`src/sv/tftprp_pkg.sv`:
```
package tftprp_pkg;

	// Largest magnitude a converted value may reach.
	localparam logic [62:0] MagMax = {63{1'b1}};

	// Saturation point of the filename and mode length counters.
	localparam logic [10:0] LenCap = 11'd2047;

	// Bit positions of the recognised option keys.
	localparam int KeyBlkSize  = 0;
	localparam int KeyWinSize  = 1;
	localparam int KeyTimeout  = 2;
	localparam int KeyTranSize = 3;

	// Character codes used by the parser.
	localparam logic [7:0] ChNul   = 8'h00;
	localparam logic [7:0] ChPlus  = 8'h2B;
	localparam logic [7:0] ChMinus = 8'h2D;
	localparam logic [7:0] ChZero  = 8'h30;
	localparam logic [7:0] ChNine  = 8'h39;
	localparam logic [7:0] ChSpace = 8'h20;
	localparam logic [7:0] ChTab   = 8'h09;
	localparam logic [7:0] ChCr    = 8'h0D;
	localparam logic [7:0] ChUpA   = 8'h41;
	localparam logic [7:0] ChUpZ   = 8'h5A;

	// Progress of the decimal value conversion.
	typedef enum logic [1:0] {
		NUM_LEAD,
		NUM_SIGN,
		NUM_DIGITS,
		NUM_DONE
	} num_phase_t;

	typedef struct packed {
		num_phase_t  phase;
		logic        negative;
		logic        saturated;
		logic [62:0] accum;
	} num_state_t;

	typedef struct packed {
		logic [3:0] cand;
		logic [3:0] idx;
	} key_state_t;

	typedef struct packed {
		logic [15:0] block_size_min;
		logic [15:0] block_size_max;
		logic [15:0] window_size_max;
		logic [7:0]  timeout_max;
	} cfg_t;

	typedef struct packed {
		logic        status;
		logic        is_write;
		logic [10:0] name_length;
		logic [10:0] mode_length;
		logic [3:0]  option_flags;
		logic [15:0] block_size;
		logic [15:0] window_size;
		logic [7:0]  timeout_seconds;
		logic [62:0] transfer_size;
	} result_t;

	// Register indexes of the configuration port.
	localparam logic [1:0] RegBlockSizeMin  = 2'd0;
	localparam logic [1:0] RegBlockSizeMax  = 2'd1;
	localparam logic [1:0] RegWindowSizeMax = 2'd2;
	localparam logic [1:0] RegTimeoutMax    = 2'd3;

	// Length of each option key.
	function automatic logic [3:0] key_len(input logic [1:0] k);
		logic [3:0] n;
		case (k)
			2'd0: n = 4'd7;
			2'd1: n = 4'd10;
			2'd2: n = 4'd7;
			2'd3: n = 4'd5;
			default: n = 4'd0;
		endcase
		return n;
	endfunction

	// Character of a key at a given position, lower case; zero beyond its end.
	function automatic logic [7:0] key_char(input logic [1:0] k, input logic [3:0] idx);
		logic [79:0] txt;
		logic [3:0]  n;
		logic [3:0]  sh;
		logic [79:0] moved;
		case (k)
			2'd0: txt = 80'("blksize");
			2'd1: txt = 80'("windowsize");
			2'd2: txt = 80'("timeout");
			2'd3: txt = 80'("tsize");
			default: txt = '0;
		endcase
		n = key_len(k);
		sh = n - idx - 4'd1;
		moved = txt >> {sh, 3'b000};
		return (idx < n) ? moved[7:0] : 8'h00;
	endfunction

endpackage

```
`src/sv/tftprp_key_match.sv`:
```
module tftprp_key_match (
	input  logic [7:0]             data,
	input  tftprp_pkg::key_state_t key_cur,
	output tftprp_pkg::key_state_t key_fed,
	output logic [3:0]             cand_end
);

	logic [7:0] low;

	// Fold ASCII capitals to lower case before comparing.
	assign low = (data >= tftprp_pkg::ChUpA && data <= tftprp_pkg::ChUpZ) ?
		data + 8'h20 : data;

	// Drop every key that disagrees at this position, and advance the position counter, saturating at 15.
	always_comb begin
		for (int k = 0; k < 4; k++) begin
			key_fed.cand[k] = key_cur.cand[k]
				&& (key_cur.idx < tftprp_pkg::key_len(2'(k)))
				&& (low == tftprp_pkg::key_char(2'(k), key_cur.idx));
			cand_end[k] = key_cur.cand[k] && (key_cur.idx == tftprp_pkg::key_len(2'(k)));
		end
		key_fed.idx = (key_cur.idx == 4'hF) ? key_cur.idx : key_cur.idx + 4'd1;
	end

endmodule

```
`src/sv/tftprp_number.sv`:
```
module tftprp_number (
	input  logic [7:0]             data,
	input  tftprp_pkg::num_state_t num_cur,
	output tftprp_pkg::num_state_t num_nx
);

	logic        is_digit;
	logic        is_space;
	logic [3:0]  digit;
	logic [66:0] scaled;
	tftprp_pkg::num_state_t added;

	assign is_digit = data >= tftprp_pkg::ChZero && data <= tftprp_pkg::ChNine;
	assign is_space = data == tftprp_pkg::ChSpace
		|| (data >= tftprp_pkg::ChTab && data <= tftprp_pkg::ChCr);
	assign digit = 4'(data - tftprp_pkg::ChZero);

	// Times ten plus the digit, saturating once the magnitude passes the cap.
	assign scaled = {1'b0, num_cur.accum, 3'b000} + {3'b000, num_cur.accum, 1'b0}
		+ {63'd0, digit};

	always_comb begin
		added = num_cur;
		added.phase = tftprp_pkg::NUM_DIGITS;
		if (!num_cur.saturated) begin
			if (scaled > {4'd0, tftprp_pkg::MagMax}) begin
				added.accum = tftprp_pkg::MagMax;
				added.saturated = 1'b1;
			end else begin
				added.accum = scaled[62:0];
			end
		end
	end

	// Leading whitespace, one sign, then digits up to the first other character.
	always_comb begin
		num_nx = num_cur;
		case (num_cur.phase)
			tftprp_pkg::NUM_LEAD: begin
				if (is_space) begin
					num_nx = num_cur;
				end else if (data == tftprp_pkg::ChPlus || data == tftprp_pkg::ChMinus) begin
					num_nx.negative = data == tftprp_pkg::ChMinus;
					num_nx.phase = tftprp_pkg::NUM_SIGN;
				end else if (is_digit) begin
					num_nx = added;
				end else begin
					num_nx.phase = tftprp_pkg::NUM_DONE;
				end
			end
			tftprp_pkg::NUM_SIGN, tftprp_pkg::NUM_DIGITS: begin
				if (is_digit) begin
					num_nx = added;
				end else begin
					num_nx.phase = tftprp_pkg::NUM_DONE;
				end
			end
			default: num_nx = num_cur;
		endcase
	end

endmodule

```
`src/sv/tftprp_parser.sv`:
```
module tftprp_parser #(
	parameter int PACKET_MAX = 2048
) (
	input  logic                clk,
	input  logic                arst_n,
	input  logic                fire,
	input  logic [7:0]          data,
	input  logic                last,
	input  tftprp_pkg::cfg_t    cfg,
	output tftprp_pkg::result_t result
);

	localparam int PosW = $clog2(PACKET_MAX + 2);

	typedef enum logic [2:0] {
		PH_OPC_HI,
		PH_OPC_LO,
		PH_NAME,
		PH_MODE,
		PH_KEY,
		PH_VALUE
	} parse_phase_t;

	localparam tftprp_pkg::key_state_t KeyStart = '{cand: 4'hF, idx: 4'd0};
	localparam tftprp_pkg::num_state_t NumStart =
		'{phase: tftprp_pkg::NUM_LEAD, negative: 1'b0, saturated: 1'b0, accum: '0};

	parse_phase_t           phase_q, phase_nx;
	logic [PosW-1:0]        pos_q, pos_nx;
	logic [7:0]             opc_hi_q, opc_hi_nx;
	logic                   write_q, write_nx;
	logic [10:0]            name_cnt_q, name_cnt_nx;
	logic [10:0]            mode_cnt_q, mode_cnt_nx;
	tftprp_pkg::key_state_t key_q, key_nx, key_fed;
	logic [3:0]             cand_end;
	tftprp_pkg::num_state_t num_q, num_nx, num_fed;
	logic [15:0]            blk_q, blk_nx;
	logic [15:0]            win_q, win_nx;
	logic [7:0]             tmo_q, tmo_nx;
	logic [62:0]            tsz_q, tsz_nx;
	logic [3:0]             flags_q, flags_nx;
	logic                   reject_q, reject_nx;
	logic                   ok;
	logic [62:0]            x;

	tftprp_key_match u_key (
		.data     (data),
		.key_cur  (key_q),
		.key_fed  (key_fed),
		.cand_end (cand_end)
	);

	tftprp_number u_num (
		.data    (data),
		.num_cur (num_q),
		.num_nx  (num_fed)
	);

	assign x = num_q.accum;

	// Next parser state for the byte in hand.
	always_comb begin
		phase_nx = phase_q;
		opc_hi_nx = opc_hi_q;
		write_nx = write_q;
		name_cnt_nx = name_cnt_q;
		mode_cnt_nx = mode_cnt_q;
		key_nx = key_q;
		num_nx = num_q;
		blk_nx = blk_q;
		win_nx = win_q;
		tmo_nx = tmo_q;
		tsz_nx = tsz_q;
		flags_nx = flags_q;
		pos_nx = (pos_q <= PosW'(PACKET_MAX)) ? pos_q + PosW'(1) : pos_q;
		reject_nx = reject_q || (pos_q >= PosW'(PACKET_MAX));
		if (!reject_nx) begin
			case (phase_q)
				PH_OPC_HI: begin
					opc_hi_nx = data;
					phase_nx = PH_OPC_LO;
				end
				PH_OPC_LO: begin
					if (opc_hi_q != 8'd0 || (data != 8'd1 && data != 8'd2)) begin
						reject_nx = 1'b1;
					end else begin
						write_nx = data == 8'd2;
						phase_nx = PH_NAME;
					end
				end
				PH_NAME: begin
					if (data == tftprp_pkg::ChNul) begin
						phase_nx = PH_MODE;
					end else if (name_cnt_q < tftprp_pkg::LenCap) begin
						name_cnt_nx = name_cnt_q + 11'd1;
					end
				end
				PH_MODE: begin
					if (data == tftprp_pkg::ChNul) begin
						phase_nx = PH_KEY;
						key_nx = KeyStart;
					end else if (mode_cnt_q < tftprp_pkg::LenCap) begin
						mode_cnt_nx = mode_cnt_q + 11'd1;
					end
				end
				PH_KEY: begin
					if (data == tftprp_pkg::ChNul) begin
						key_nx.cand = cand_end;
						num_nx = NumStart;
						phase_nx = PH_VALUE;
					end else begin
						key_nx = key_fed;
					end
				end
				PH_VALUE: begin
					if (data == tftprp_pkg::ChNul) begin
						// Keep the value when it lies within the limits of its key.
						if (!(num_q.negative && x != '0)) begin
							if (key_q.cand[tftprp_pkg::KeyBlkSize]) begin
								if (x >= {47'd0, cfg.block_size_min}
										&& x <= {47'd0, cfg.block_size_max}) begin
									blk_nx = x[15:0];
									flags_nx[tftprp_pkg::KeyBlkSize] = 1'b1;
								end
							end else if (key_q.cand[tftprp_pkg::KeyWinSize]) begin
								if (x >= 63'd1 && x <= {47'd0, cfg.window_size_max}) begin
									win_nx = x[15:0];
									flags_nx[tftprp_pkg::KeyWinSize] = 1'b1;
								end
							end else if (key_q.cand[tftprp_pkg::KeyTimeout]) begin
								if (x >= 63'd1 && x <= {55'd0, cfg.timeout_max}) begin
									tmo_nx = x[7:0];
									flags_nx[tftprp_pkg::KeyTimeout] = 1'b1;
								end
							end else if (key_q.cand[tftprp_pkg::KeyTranSize]) begin
								tsz_nx = x;
								flags_nx[tftprp_pkg::KeyTranSize] = 1'b1;
							end
						end
						key_nx = KeyStart;
						phase_nx = PH_KEY;
					end else begin
						num_nx = num_fed;
					end
				end
				default: phase_nx = phase_q;
			endcase
		end
	end

	// Result of a packet that ends with this byte.
	always_comb begin
		ok = !reject_nx && pos_nx >= PosW'(4) && (phase_nx == PH_KEY || phase_nx == PH_VALUE);
		result = '0;
		result.status = !ok;
		if (ok) begin
			result.is_write = write_nx;
			result.name_length = name_cnt_nx;
			result.mode_length = mode_cnt_nx;
			result.option_flags = flags_nx;
			result.block_size = blk_nx;
			result.window_size = win_nx;
			result.timeout_seconds = tmo_nx;
			result.transfer_size = tsz_nx;
		end
	end

	// Parser state; it starts afresh after the last byte of each packet.
	always_ff @(posedge clk or negedge arst_n) begin
		if (!arst_n) begin
			phase_q <= PH_OPC_HI;
			pos_q <= '0;
			opc_hi_q <= '0;
			write_q <= 1'b0;
			name_cnt_q <= '0;
			mode_cnt_q <= '0;
			key_q <= KeyStart;
			num_q <= NumStart;
			blk_q <= '0;
			win_q <= '0;
			tmo_q <= '0;
			tsz_q <= '0;
			flags_q <= '0;
			reject_q <= 1'b0;
		end else if (fire && last) begin
			phase_q <= PH_OPC_HI;
			pos_q <= '0;
			opc_hi_q <= '0;
			write_q <= 1'b0;
			name_cnt_q <= '0;
			mode_cnt_q <= '0;
			key_q <= KeyStart;
			num_q <= NumStart;
			blk_q <= '0;
			win_q <= '0;
			tmo_q <= '0;
			tsz_q <= '0;
			flags_q <= '0;
			reject_q <= 1'b0;
		end else if (fire) begin
			phase_q <= phase_nx;
			pos_q <= pos_nx;
			opc_hi_q <= opc_hi_nx;
			write_q <= write_nx;
			name_cnt_q <= name_cnt_nx;
			mode_cnt_q <= mode_cnt_nx;
			key_q <= key_nx;
			num_q <= num_nx;
			blk_q <= blk_nx;
			win_q <= win_nx;
			tmo_q <= tmo_nx;
			tsz_q <= tsz_nx;
			flags_q <= flags_nx;
			reject_q <= reject_nx;
		end
	end

endmodule

```
`src/sv/tftp_request_parser.sv`:
```
// TFTP read/write request parser.
// Request bytes enter on the req channel, one byte per transaction, with
// last_byte marking the final byte of a packet. One result transaction
// leaves on the res channel for each packet: status 0 with the opcode kind,
// filename and mode lengths and the accepted options, or status 1 with all
// other fields zero.
// A byte is taken every cycle while req_stall is low. Each byte passes an
// input register and is then parsed; the result of a packet is loaded into
// the output register when its last byte leaves the input register.
// The output register lets parsing go on while a result waits. Only when a
// further last byte reaches the parser while the waiting result is stalled
// does req_stall rise, holding the input register until res_stall falls.
// Reset clears the parser to the start of a packet, empties both registers and
// loads the limit registers with their defaults (block size 8..65464, window size
// up to 65535, timeout up to 255). The cfg port writes a limit register at each clock
// edge with cfg_we high; the user must write only while idle, unchecked by the block.
module tftp_request_parser #(
	parameter int PACKET_MAX = 2048
) (
	input  logic        clk,
	input  logic        arst_n,
	input  logic        req_valid,
	output logic        req_stall,
	input  logic [7:0]  data_byte,
	input  logic        last_byte,
	output logic        res_valid,
	input  logic        res_stall,
	output logic        status,
	output logic        is_write,
	output logic [10:0] name_length,
	output logic [10:0] mode_length,
	output logic [3:0]  option_flags,
	output logic [15:0] block_size,
	output logic [15:0] window_size,
	output logic [7:0]  timeout_seconds,
	output logic [62:0] transfer_size,
	input  logic        cfg_we,
	input  logic [1:0]  cfg_index,
	input  logic [15:0] cfg_data
);

	logic                valid_s1;
	logic [7:0]          data_s1;
	logic                last_s1;
	logic                fire;
	tftprp_pkg::cfg_t    cfg_q;
	tftprp_pkg::result_t result;
	tftprp_pkg::result_t res_q;
	logic                res_valid_q;

	// The parser holds its byte only when it ends a packet and the result slot is stalled.
	assign req_stall = valid_s1 && last_s1 && res_valid_q && res_stall;
	assign fire = valid_s1 && !req_stall;

	// Input register.
	always_ff @(posedge clk or negedge arst_n) begin
		if (!arst_n) begin
			valid_s1 <= 1'b0;
		end else if (!req_stall) begin
			valid_s1 <= req_valid;
		end
	end

	always_ff @(posedge clk) begin
		if (req_valid && !req_stall) begin
			data_s1 <= data_byte;
			last_s1 <= last_byte;
		end
	end

	// Limit registers.
	always_ff @(posedge clk or negedge arst_n) begin
		if (!arst_n) begin
			cfg_q.block_size_min <= 16'd8;
			cfg_q.block_size_max <= 16'd65464;
			cfg_q.window_size_max <= 16'd65535;
			cfg_q.timeout_max <= 8'd255;
		end else if (cfg_we) begin
			case (cfg_index)
				tftprp_pkg::RegBlockSizeMin: cfg_q.block_size_min <= cfg_data;
				tftprp_pkg::RegBlockSizeMax: cfg_q.block_size_max <= cfg_data;
				tftprp_pkg::RegWindowSizeMax: cfg_q.window_size_max <= cfg_data;
				tftprp_pkg::RegTimeoutMax: cfg_q.timeout_max <= cfg_data[7:0];
				default: cfg_q <= cfg_q;
			endcase
		end
	end

	tftprp_parser #(
		.PACKET_MAX (PACKET_MAX)
	) u_parser (
		.clk    (clk),
		.arst_n (arst_n),
		.fire   (fire),
		.data   (data_s1),
		.last   (last_s1),
		.cfg    (cfg_q),
		.result (result)
	);

	// Output register.
	always_ff @(posedge clk or negedge arst_n) begin
		if (!arst_n) begin
			res_valid_q <= 1'b0;
		end else if (fire && last_s1) begin
			res_valid_q <= 1'b1;
		end else if (!res_stall) begin
			res_valid_q <= 1'b0;
		end
	end

	always_ff @(posedge clk) begin
		if (fire && last_s1) begin
			res_q <= result;
		end
	end

	assign res_valid = res_valid_q;
	assign status = res_q.status;
	assign is_write = res_q.is_write;
	assign name_length = res_q.name_length;
	assign mode_length = res_q.mode_length;
	assign option_flags = res_q.option_flags;
	assign block_size = res_q.block_size;
	assign window_size = res_q.window_size;
	assign timeout_seconds = res_q.timeout_seconds;
	assign transfer_size = res_q.transfer_size;

endmodule
```
`config.mk`:
```
export PLATFORM = sky130hd
export DESIGN_NAME = tftp_request_parser
export DESIGN_NICKNAME = d
export VERILOG_FILES = /design/src/sv/tftprp_pkg.sv /design/src/sv/tftprp_key_match.sv /design/src/sv/tftprp_number.sv /design/src/sv/tftprp_parser.sv /design/src/sv/tftp_request_parser.sv
export SDC_FILE = /design/constraint.sdc
export NUM_CORES = 1
export LEC_CHECK = 0
export BUFFER_PORTS_ARGS = -buffer_cell sky130_fd_sc_hd__buf_2
export CAP_MARGIN = 20
export CORE_MARGIN = 1.5
export CORE_UTILIZATION = 30
export CTS_CLUSTER_DIAMETER = 30
export CTS_CLUSTER_SIZE = 25
export DETAILED_ROUTE_END_ITERATION = 12
export PLACE_DENSITY = 0.5
export SYNTH_ARGS = -nofsm -noshare
export SYNTH_HDL_FRONTEND = slang
export SYNTH_SLANG_ARGS = --single-unit
```
`constraint.sdc`:
```
create_clock -name clk -period 6.3 [get_ports clk]
set_input_delay 0.315 -clock clk [delete_from_list [all_inputs] [get_ports clk]]
set_output_delay 0.315 -clock clk [all_outputs]
set_load 0.1 [all_outputs]
```
==> results.json <==
{
  "status": "finished, final reports clean",
  "io_buffers": 164,
  "drtAntennaViolNets": 0,
  "path_class": "reg2reg",
  "place_congestion": 0.868,
  "yosysWarnings": 0,
  "drtIter0Drc": 1398,
  "antenna_found_initial": 2,
  "start_kind": "register",
  "core-area_mm2": 0.0855,
  "arrival_ns": 5.53,
  "clock_latency_ns": 0.65,
  "rows": 107,
  "die_y_um": 298,
  "wire_per_inst_um": 18.6,
  "grt_max_degree": 141,
  "hold_path_class": "in2reg",
  "dr.pass1.iters": 5,
  "cts_max_level": 3,
  "dieArea_mm2": 0.0886,
  "netlist.area_leader.share_pct": 23.6,
  "syn_area_mm2": 0.0260,
  "grt_pass1_vias": 21300,
  "reg2reg_to": "u_parser.num_q[63]",
  "synth_ff_type": "dfrtp_1",
  "chipWidth_um": 298,
  "async_reset_ff_share_pct": 67.2,
  "via_per_inst": 5.12,
  "power_frac_seq_pct": 32.2,
  "clock_sinks": 427,
  "syn_nets": 3103,
  "maxCapViolCount": 0,
  "min_period_ns": 5.04,
  "grt_overflow": 0,
  "post_cts_buffers": 0,
  "cts_tree": "done",
  "crit_chain": "inv_1 -> fa_1 -> inv_1 -> ha_1 -> a211oi_1 -> o21a_2 -> a211oi_1 -> o2111ai_1 -> a21oi_1 -> or4_1 -> a222oi_1 -> nand3_2 -> buf_4 -> a31oi_1 -> a21oi_1",
  "rrSetupSlack_ns": 1.26,
  "synthTopCellsByArea": "dfrtp_1, edfxtp_1, ha_1",
  "root_buffer": "clkbuf_16",
  "rr_worst_depth": 15,
  "timing.final.ws_setup_ns": 1.26,
  "vias": 21800,
  "grt_pass1_wl_um": 125000,
  "syn_avg_cell_area_um2": 9.09,
  "cp_num_buf_inv": 3,
  "swShare_pct": 29.2,
  "critical_path.max_fanout": 35,
  "fin_crit_sh_pct": 79.9,
  "yosysTopAreaCell": "dfrtp_1",
  "ios": 165,
  "finalHoldViolCount": 0,
  "syn2layout_area_growth_pct": 22.3,
  "hold_start": "cfg_data[0]",
  "critPathMaxStageDelay_ns": 0.68,
  "final.setup.tns_ns": 0,
  "cts_buffer_depth": 3,
  "dp_hpwl_um": 53500,
  "worst_pin_slew_ns": 0.990,
  "synthCells": 2866,
  "vdd_drop_max_mv": 0.200,
  "cp.required_ns": 6.79,
  "ys_seq_area_share_pct": 43.9,
  "drc": 0,
  "p_sw_w": 0.00314,
  "cp_slowest_cell": "edfxtp_1",
  "yosysUniqueCellTypes": 81,
  "power_density_mw_per_mm2": 338,
  "drt_wl_total_um": 79300,
  "max_freq_mhz": 199,
  "crit_path_end_kind": "register",
  "p_int_w": 0.00762,
  "power.leakage_nw": 13.6,
  "report.final.slew_viol_count": 0,
  "yosysMostFrequentCell": "nand2_1",
  "p_clk_share_pct": 51.5,
  "synthTopCellsByCount": "nand2_1, dfrtp_1, nor2_1",
  "grt_usage_pct": 17.7,
  "whs_endpoint": "cfg_q[24]",
  "slew_headroom_pct": 33.8,
  "drive_gt1_share_pct": 15.5,
  "initial_core_util_pct": 30.4,
  "p_comb_share_pct": 16.3,
  "utilization_pct": 37.2,
  "setup_viol": 0,
  "timing.hold.ws_ns": 0.0308,
  "synth_edf_count": 140,
  "clk_pin_slew_ns": 0.04,
  "hold_depth": 2,
  "dp_slack_ns": 1.39,
  "rsz0062_at_grt": "no",
  "final_nets": 3261,
  "clock_skew_ns": 0.0293,
  "ys_ff_latch": 427,
  "path_delay_family": "compound AO/OA/AOI/OAI gates",
  "numCtsBuffers": 104,
  "timing.critical_path.from": "data_s1[3]",
  "r2r-start": "data_s1[3]"
}
## placed cells by master (no fill, tap or decap), types with 18 or more instances in the layout
cell type and instances:
buf_4 32, nand3_1 52, ha_1 203, o21ai_0 199, buf_2 163, nor3_1 44
o21a_1 28, a21o_1 28, dlygate4sd3_1 27, clkbuf_16 107, nand2_1 459, nor4_1 30
nor2_1 225, dfrtp_1 246, mux2i_1 45, dfstp_2 41, nand4_1 45, inv_1 97
mux2_2 46, edfxtp_1 140, xnor2_1 45, nor2b_1 27, xor2_1 37, a22oi_1 19
a21oi_1 209, a21boi_0 65, a31oi_1 30, o21ai_1 92, a22o_1 18, clkbuf_1 22
## power groups by stage
stage / clock (W) / combinational [W] / sequential [W]
floorplan: 0 / 0.00115 / 0.00366
global placement: 0 / 0.00173 / 0.00349
detailed placement: 0 / 0.00174 / 0.00350
CTS: 0.00563 / 0.00176 / 0.00346
global route: 0.00580 / 0.00196 / 0.00351
finish: 0.00554 / 0.00176 / 0.00346
## registers in the layout, indices dropped and copies added, names as in the netlist, 12 cells and up
signal and count:
window_size 16, u_parser.x 63, u_parser.blk_q 16, u_parser.win_q 16
cfg_q 56, block_size 16, u_parser.tsz_q 63, u_parser.pos_q 12
transfer_size 63
## final cells by class
type | instances | area (um2)
timing repair buffer | 225 | 1380
tap | 1144 | 1430
antenna | 2 | 5.00
clock inverter | 61 | 788
sequential | 427 | 11400
inverter | 100 | 380
multi-input combinational | 2166 | 13600
clock buffer | 137 | 2870
fill | 8633 | 53700
## timing repair
action / CTS / global route
hold endpoints to repair: 158 / 0
hold buffers: 27 / 0
resized for setup: 0 / 0
## logic make-up after synthesis
| group | after synthesis | synth area share [%] |
|---|---|---|
| DFF | 427 | 43.9 |
| AOI/OAI and AO/OA | 811 | 18.8 |
| muxes | 91 | 3.72 |
| and+or+nand+nor | 977 | 16.7 |
| buffers and inverters | 273 | 4.15 |
| xor gates and xnor gates | 82 | 2.76 |
| adders and majority gates | 205 | 9.91 |
## worst max path at each step
stage	end	slack, ns	cells past startpoint
floorplan	u_parser.key_q[0]	0.58	6
global placement	u_parser.num_q[63]	1.50	15
detailed placement	u_parser.num_q[63]	1.39	15
CTS	u_parser.num_q[63]	1.32	15
global route	u_parser.x[54]	1.0	15
finish	u_parser.num_q[63]	1.26	15
## layer usage
| metal | up-vias | GRT usage (%) | share of wire [%] |
|---|---|---|---|
| met1 | 10600 | 25.2 | 49 |
| li1 | 10600 | - | - |
| met2 | 507 | 27.6 | 45 |
| met5 | - | 0 | 0.020 |
| met3 | 96 | 2.92 | 4.6 |
| met4 | 2 | 4.80 | 1.7 |
## per-stage QoR
step           instance area [um2]  power (W)  instances
2_1_floorplan                26000    0.00481       2866
3_5_place_dp                 27900    0.00523       4034
6_report                     31900     0.0108       4262
4_1_cts                      31800     0.0109       4259
5_1_grt                      31900     0.0113       4261
3_3_place_gp                 27900    0.00522       4034
(Power assumes the default switching activity.)
